`src/hdl/l2u_pkg.sv`:
```
package l2u_pkg;

    localparam int QUEUE_DEPTH = 4;
    localparam int JOB_BYTES   = 4;

    localparam logic [7:0] BYTE_NUL   = 8'h00;
    localparam logic [7:0] BYTE_LF    = 8'd10;
    localparam logic [7:0] BYTE_SPACE = 8'd32;
    localparam logic [7:0] BYTE_DEL   = 8'd127;
    localparam logic [7:0] LEAD_MASK  = 8'hFE;
    localparam logic [7:0] LEAD_BASE  = 8'hC2;
    localparam logic [7:0] CONT_MASK  = 8'hC0;
    localparam logic [7:0] CONT_BASE  = 8'h80;
    localparam logic [7:0] HIGH_BIT   = 8'h80;
    localparam logic [7:0] TWO_LEAD   = 8'hC0;
    localparam logic [7:0] BIT6_CLEAR = 8'hBF;

    typedef struct packed {
        logic [7:0] data_byte;
        logic       last_byte;
    } in_word_t;

    typedef struct packed {
        logic [7:0] out_byte;
        logic       byte_valid;
        logic       out_last;
    } out_word_t;

    typedef struct packed {
        logic [JOB_BYTES-1:0][7:0] bytes;
        logic [2:0]                cnt;
        logic                      last;
    } job_t;

endpackage

```
`src/hdl/l2u_front.sv`:
```
module l2u_front (
    input  logic              clk,
    input  logic              rst_n,
    input  logic              latin_valid,
    output logic              latin_stall,
    input  l2u_pkg::in_word_t latin_word,
    input  logic              q_full,
    output logic              q_push,
    output l2u_pkg::job_t     q_job
);
    import l2u_pkg::*;

    logic [7:0] held_byte_reg, held_byte_next;
    logic       held_valid_reg, held_valid_next;
    logic       discarding_reg, discarding_next;
    logic       accept;

    assign latin_stall = q_full;
    assign accept      = latin_valid && !q_full;

    always_comb
    begin
        logic [7:0] b;
        logic       consumed;
        logic [2:0] n;
        logic [JOB_BYTES-1:0][7:0] bytes;
        b        = latin_word.data_byte;
        consumed = 1'b0;
        n        = 3'd0;
        bytes    = '0;
        held_byte_next  = held_byte_reg;
        held_valid_next = held_valid_reg;
        discarding_next = discarding_reg;
        if (!discarding_reg)
        begin
            if (held_valid_reg)
            begin
                if ((b & CONT_MASK) == CONT_BASE)
                begin
                    bytes[0] = held_byte_reg;
                    bytes[1] = b;
                    consumed = 1'b1;
                end
                else
                begin
                    bytes[0] = TWO_LEAD | {6'd0, held_byte_reg[7:6]};
                    bytes[1] = held_byte_reg & BIT6_CLEAR;
                end
                n = 3'd2;
                held_valid_next = 1'b0;
                held_byte_next  = 8'd0;
            end
            if (!consumed)
            begin
                if (b == BYTE_NUL)
                begin
                    discarding_next = 1'b1;
                end
                else if (b == BYTE_LF)
                begin
                    bytes[n[1:0]] = b;
                    n = n + 3'd1;
                end
                else if (b < BYTE_SPACE || b == BYTE_DEL)
                begin
                    bytes[n[1:0]] = BYTE_SPACE;
                    n = n + 3'd1;
                end
                else if ((b & LEAD_MASK) == LEAD_BASE && !latin_word.last_byte)
                begin
                    held_byte_next  = b;
                    held_valid_next = 1'b1;
                end
                else if ((b & HIGH_BIT) != 8'd0)
                begin
                    bytes[n[1:0]]        = TWO_LEAD | {6'd0, b[7:6]};
                    bytes[n[1:0] + 2'd1] = b & BIT6_CLEAR;
                    n = n + 3'd2;
                end
                else
                begin
                    bytes[n[1:0]] = b;
                    n = n + 3'd1;
                end
            end
        end
        if (latin_word.last_byte)
        begin
            held_byte_next  = 8'd0;
            held_valid_next = 1'b0;
            discarding_next = 1'b0;
        end
        q_job.bytes = bytes;
        q_job.cnt   = n;
        q_job.last  = latin_word.last_byte;
        q_push      = accept && (n != 3'd0 || latin_word.last_byte);
    end

    always_ff @(posedge clk or negedge rst_n)
    begin
        if (!rst_n)
        begin
            held_byte_reg  <= 8'd0;
            held_valid_reg <= 1'b0;
            discarding_reg <= 1'b0;
        end
        else if (accept)
        begin
            held_byte_reg  <= held_byte_next;
            held_valid_reg <= held_valid_next;
            discarding_reg <= discarding_next;
        end
    end

endmodule

```
`src/hdl/l2u_queue.sv`:
```
module l2u_queue #(
    parameter int Depth = l2u_pkg::QUEUE_DEPTH
) (
    input  logic          clk,
    input  logic          rst_n,
    input  logic          push,
    input  l2u_pkg::job_t push_job,
    output logic          full,
    input  logic          pop,
    output logic          empty,
    output l2u_pkg::job_t head_job
);
    import l2u_pkg::*;

    localparam int PtrW = (Depth > 1) ? $clog2(Depth) : 1;
    localparam int CntW = $clog2(Depth + 1);

    job_t            mem_reg [Depth];
    logic [PtrW-1:0] wr_ptr_reg, wr_ptr_next;
    logic [PtrW-1:0] rd_ptr_reg, rd_ptr_next;
    logic [CntW-1:0] count_reg, count_next;
    logic            do_push, do_pop;

    assign full     = (count_reg == CntW'(Depth));
    assign empty    = (count_reg == '0);
    assign do_push  = push && !full;
    assign do_pop   = pop && !empty;
    assign head_job = mem_reg[rd_ptr_reg];

    always_comb
    begin
        wr_ptr_next = wr_ptr_reg;
        rd_ptr_next = rd_ptr_reg;
        count_next  = count_reg;
        if (do_push)
        begin
            wr_ptr_next = (wr_ptr_reg == PtrW'(Depth - 1)) ? '0 : wr_ptr_reg + PtrW'(1);
        end
        if (do_pop)
        begin
            rd_ptr_next = (rd_ptr_reg == PtrW'(Depth - 1)) ? '0 : rd_ptr_reg + PtrW'(1);
        end
        if (do_push && !do_pop)
        begin
            count_next = count_reg + CntW'(1);
        end
        else if (do_pop && !do_push)
        begin
            count_next = count_reg - CntW'(1);
        end
    end

    always_ff @(posedge clk)
    begin
        if (do_push)
        begin
            mem_reg[wr_ptr_reg] <= push_job;
        end
    end

    always_ff @(posedge clk or negedge rst_n)
    begin
        if (!rst_n)
        begin
            wr_ptr_reg <= '0;
            rd_ptr_reg <= '0;
            count_reg  <= '0;
        end
        else
        begin
            wr_ptr_reg <= wr_ptr_next;
            rd_ptr_reg <= rd_ptr_next;
            count_reg  <= count_next;
        end
    end

endmodule

```
`src/hdl/l2u_back.sv`:
```
module l2u_back (
    input  logic               clk,
    input  logic               rst_n,
    input  logic               q_empty,
    input  l2u_pkg::job_t      q_head,
    output logic               q_pop,
    output logic               utf_valid,
    input  logic               utf_stall,
    output l2u_pkg::out_word_t utf_word
);
    import l2u_pkg::*;

    logic [1:0] idx_reg, idx_next;
    logic       out_valid_reg, out_valid_next;
    out_word_t  out_word_reg, out_word_next;
    logic       load;
    logic       final_byte;

    assign load       = !out_valid_reg || !utf_stall;
    assign final_byte = (q_head.cnt == 3'd0) || ({1'b0, idx_reg} == q_head.cnt - 3'd1);
    assign q_pop      = load && !q_empty && final_byte;
    assign utf_valid  = out_valid_reg;
    assign utf_word   = out_word_reg;

    always_comb
    begin
        idx_next       = idx_reg;
        out_valid_next = out_valid_reg;
        out_word_next  = out_word_reg;
        if (load)
        begin
            out_valid_next = !q_empty;
            if (!q_empty)
            begin
                out_word_next.byte_valid = (q_head.cnt != 3'd0);
                out_word_next.out_byte   = (q_head.cnt != 3'd0) ? q_head.bytes[idx_reg] : 8'd0;
                out_word_next.out_last   = q_head.last && final_byte;
                idx_next = final_byte ? 2'd0 : idx_reg + 2'd1;
            end
        end
    end

    always_ff @(posedge clk or negedge rst_n)
    begin
        if (!rst_n)
        begin
            idx_reg       <= 2'd0;
            out_valid_reg <= 1'b0;
        end
        else
        begin
            idx_reg       <= idx_next;
            out_valid_reg <= out_valid_next;
        end
    end

    always_ff @(posedge clk)
    begin
        out_word_reg <= out_word_next;
    end

endmodule

```
`src/hdl/latin1_to_utf8_converter_top.sv`:
```
// latin-1 to utf-8 stream converter
// latin channel: latin_valid / latin_stall / latin_word carry one latin-1 byte
//   per word with last_byte marking the end of the string; a zero byte ends
//   the string and later bytes up to last_byte are dropped
// utf channel: utf_valid / utf_stall / utf_word carry one utf-8 byte per word;
//   out_last flags the final word of a string, a word with byte_valid low is a
//   bare end marker
// a word is taken at a rising edge with valid high and stall low
// the front classifies each input word in its accept cycle and queues a job of
//   zero to four output bytes; the back sends one byte per cycle while
//   utf_stall is low; bytes pass the job queue, then the output register
// throughput: one input word per cycle while the job queue has room; the
//   output side runs at one byte per cycle while utf_stall is low, so the
//   input rate is bound by the bytes each word produces, typically one or two
// utf_stall holds the output register; the queue absorbs up to QueueDepth
//   jobs before latin_stall rises
// reset clears the held lead byte, the discard flag, the queue and the output
module latin1_to_utf8_converter_top #(
    parameter int QueueDepth = l2u_pkg::QUEUE_DEPTH
) (
    input  logic               clk,
    input  logic               rst_n,
    input  logic               latin_valid,
    output logic               latin_stall,
    input  l2u_pkg::in_word_t  latin_word,
    output logic               utf_valid,
    input  logic               utf_stall,
    output l2u_pkg::out_word_t utf_word
);
    import l2u_pkg::*;

    logic q_full, q_push, q_pop, q_empty;
    job_t q_job, q_head;

    l2u_front u_front (
        .clk         (clk),
        .rst_n       (rst_n),
        .latin_valid (latin_valid),
        .latin_stall (latin_stall),
        .latin_word  (latin_word),
        .q_full      (q_full),
        .q_push      (q_push),
        .q_job       (q_job)
    );

    l2u_queue #(
        .Depth (QueueDepth)
    ) u_queue (
        .clk      (clk),
        .rst_n    (rst_n),
        .push     (q_push),
        .push_job (q_job),
        .full     (q_full),
        .pop      (q_pop),
        .empty    (q_empty),
        .head_job (q_head)
    );

    l2u_back u_back (
        .clk       (clk),
        .rst_n     (rst_n),
        .q_empty   (q_empty),
        .q_head    (q_head),
        .q_pop     (q_pop),
        .utf_valid (utf_valid),
        .utf_stall (utf_stall),
        .utf_word  (utf_word)
    );

endmodule

```
`config.mk`:
```
export PLATFORM = sky130hd
export DESIGN_NAME = latin1_to_utf8_converter_top
export DESIGN_NICKNAME = d
export VERILOG_FILES = /design/src/hdl/l2u_pkg.sv /design/src/hdl/l2u_front.sv /design/src/hdl/l2u_queue.sv /design/src/hdl/l2u_back.sv /design/src/hdl/latin1_to_utf8_converter_top.sv
export SDC_FILE = /design/constraint.sdc
export NUM_CORES = 1
export LEC_CHECK = 0
export BUFFER_PORTS_ARGS = -buffer_cell sky130_fd_sc_hd__clkbuf_2
export CORE_MARGIN = 2
export CORE_UTILIZATION = 25
export DETAILED_ROUTE_END_ITERATION = 12
export HOLD_SLACK_MARGIN = 0.02
export SLEW_MARGIN = 40
export SYNTH_ARGS = -nofsm -noshare
export SYNTH_HDL_FRONTEND = slang
export SYNTH_SLANG_ARGS = --single-unit
export TNS_END_PERCENT = 1
```
`constraint.sdc`:
```
create_clock -name clk -period 3.65 [get_ports clk]
set_clock_uncertainty 0.1 [all_clocks]
set_input_delay 0.5475 -clock clk [delete_from_list [all_inputs] [get_ports clk]]
set_output_delay 0.5475 -clock clk [all_outputs]
set_load 0.05 [all_outputs]
```
==> results.yml <==
routing:
  wire_per_inst_um: 17.61
  met2RoutedLength_um: 7211
  post_drt_via_cell_ratio: 4.491
  top_signal_layer_used: "met4"
  detailroute.wirelength.met3_um: 579
  wl_um: 14900
  detailedRoute.firstIterationViolations: 306
  detail_route.drc_violations: 0
  drtAntennaViolNets: 0
  firstDrtPassIters: 4
  dr_total_vias: 3799
  met1_length_um: 6787
clock_network:
  clk-insertion-delay-late_ps: 430
  postCtsHoldBufs: 0
  post_cts.repair.setup_buffers: 0
  path_clk_slew_ps: 60
  clock-sinks: 166
  cts.root.buffer_cell: "clkbuf_16"
  post_cts_resize_count: 0
  cts-root-to-sink-buffers: 2
  htree_levels: 4
  cts_buffers: 17
  tritoncts: "built"
floorplan:
  die_area_um2: 30000
  die_height_um: 173.2
  placementRows: 61
  initial_core_utilization: 0.2556
  ioPinCount: 25
  coreArea_um2: 28010
  chipWidth_um: 173.2
timing:
  maxSlewHeadroom: 0.4963
  timing.final.max_slew_violations: 0
  rsz0062_at_grt: "false"
  timing_hold_violations_final: 0
  final.period_utilization: 0.9394
  totalNegativeSetupSlack_ps: 0
  fin_crit_ps: 3429
  slew_worst_pin_ps: 750.5
  fmax_ghz: 0.2916
  finalSetupViolations: 0
grt:
  gr-total-overflow: 0
  largest_net_degree_at_the_start_of_global_routing: 35
  grt_pass1_wl_um: 23760
  grt_util_all_layers: 0.1047
  antenna_found_initial: 0
  grt_pass1_vias: 4096
worst_setup_path:
  worst_setup_path_end_kind: "register"
  critical_path_peak_fanout: 7
  worst_r2r_startpoint: "u_queue.rd_ptr_reg[0]"
  crit_start: "u_queue.rd_ptr_reg[0]"
  critical_path_class: "reg -> reg"
  critPathLaunchType: "register"
  crit_arrival_ps: 3670
  critical_path_required_ps: 3900
cells_and_area:
  antenna-diode-count: 0
  syn2layout_area_growth_pct: 16.97
  largest_reg_flops: 136
  final.fill_count: 2770
  drive_gt1_frac: 0.2607
  layout.nets: 478
pwr:
  power.ir.vdd_worst_v: 0.0004882
  p_leak_nw: 2.975
  cellPowerDensity_nw_per_um2: 781.9
  total_power_w: 0.006547
worst_hold_path:
  holdCritPathClass: "in -> async"
yosys:
  synthArstFlopShare: 0.1205
  synth_top_family_by_area: "multiplexers"
  adder_cell_share_of_the_synthesized_area: 0.01853
  synthesis.area_per_instance_um2: 17.17
  synth-seq-cells: 166
  syn-instance-count: 417
  muxShareOfSynthArea: 0.1393
  ys_types: 54
  yosys.area_share.xor_xnor: 0.007341
  yosys_warnings: 0
  compound_gate_portion_of_the_synthesized_area: 0.05349
  synth_enable_flop_cells: 146
  synth-main-ff-cell: "edfxtp_1"
  synth.yosys.seq_area_share: 0.6824
  cell_area_after_synthesis_um2: 7158
  yosys.area_share.simple: 0.07743
outcome:
  run_status: "finished clean"
place:
  detailedPlacementHpwl_um: 9496
  io_buffer_count: 24
  routabilityCongestion: 0.8235
job:
  max_cap_viol_count: 0
cells by family (layout without fill, tap and decap cells):
| logic type | Yosys count | after routing |
|---|---|---|
| multiplexers | 47 | 47 |
| adder cells (fa/ha/maj) | 10 | 10 |
| AND/OR/NAND/NOR | 103 | 103 |
| flip-flops | 166 | 166 |
| buffers and inverters | 38 | 86 |
| other | 1 | 4 |
| XOR/XNOR | 6 | 6 |
| AO/OA/AOI/OAI | 46 | 46 |
per-layer routing:
layer	GRT usage	vias to the layer above
met3	0.02412	23
met2	0.1667	94
met5	0	-
li1	-	1714
met1	0.1366	1968
met4	0.04696	0
stage by stage:
step | worst slack, ps | utilization | instances | hold WS [ps] | area (µm²)
after floorplan | 106.9 | - | 420 | 151.9 | 7174
after global placement | 321.8 | 0.2778 | 814 | 365.8 | 7780
after detailed placement | 245.0 | 0.2778 | 814 | 372.2 | 7780
after CTS | 221.2 | 0.2989 | 846 | 39.55 | 8373
after global routing | 34.98 | 0.2989 | 846 | 57.71 | 8373
final | 221.1 | 0.2989 | 846 | 28.68 | 8373
worst paths after layout:
| kind | to | slack [ps] | cells after the start |
|---|---|---|---|
| worst min-delay path | u_back.utf_valid | 30 | 1 |
| worst min register to register | u_front.held_byte_reg[6] | 390 | 2 |
| worst max-delay path | u_queue.count_reg[2] | 220 | 13 |
| min in group clk | u_back.utf_valid | 240 | 3 |
| worst max register to register | u_queue.count_reg[2] | 220 | 13 |
| max in group asynchronous | u_queue.rd_ptr_reg[0] | 2970 | 1 |
cell usage in the layout, fill, tap and decap left out, drive strengths merged, types with 5 or more instances in the layout:
master,count
clkbuf,51
mux4,41
nor2b,5
dfrtp,20
and3,6
a22o,6
nand2,26
edfxtp,146
o21ai,5
inv,18
mux2,5
nor2,16
buf,13
ha,9
a31oi,5
and2,21
a21oi,9
nor3,6
Yosys cell counts, types with 5 or more instances:
cell | n | area share
nand2_1 | 26 | 0.014
mux4_2 | 41 | 0.13
buf_2 | 6 | 0.0042
nor3_1 | 6 | 0.0042
clkbuf_1 | 14 | 0.0073
o21ai_0 | 5 | 0.0035
inv_1 | 17 | 0.0089
a31oi_1 | 5 | 0.0044
nor2_1 | 15 | 0.0079
and2_1 | 21 | 0.018
a21oi_1 | 9 | 0.0063
dfrtp_1 | 20 | 0.070
edfxtp_1 | 146 | 0.61
and3_1 | 6 | 0.0052
nor2b_1 | 5 | 0.0044
ha_1 | 9 | 0.016
a22o_1 | 6 | 0.0073
final cells by class:
cell class | instances | area, µm² | share of cell area
multi-input combinational | 216 | 2140 | 0.2555
clock inverter | 5 | 58.81 | 0.007023
inverter | 17 | 63.81 | 0.007621
timing repair buffer | 37 | 217.7 | 0.02600
clock buffer | 27 | 534.3 | 0.06381
sequential | 166 | 4886 | 0.5835
tap | 378 | 473.0 | 0.05649
worst max-delay path, cell delays in order (launching register included):
cell	delay, ps
dfrtp_2	470
mux4_2	570
inv_1	120
ha_1	240
xor2_1	180
a31o_2	250
and2_1	200
inv_1	70
ha_1	180
inv_1	70
fa_1	430
xor2_1	170
nor2_1	120
xor2_1	160
power by group:
group / internal [W] / total [W] / switching, W
registers: 0.00255 / 0.00270 / 0.000152
clock network: 0.00107 / 0.00177 / 0.000695
logic: 0.000887 / 0.00208 / 0.00119
total: 0.00451 / 0.00655 / 0.00204
(Power assumes the default switching activity.)
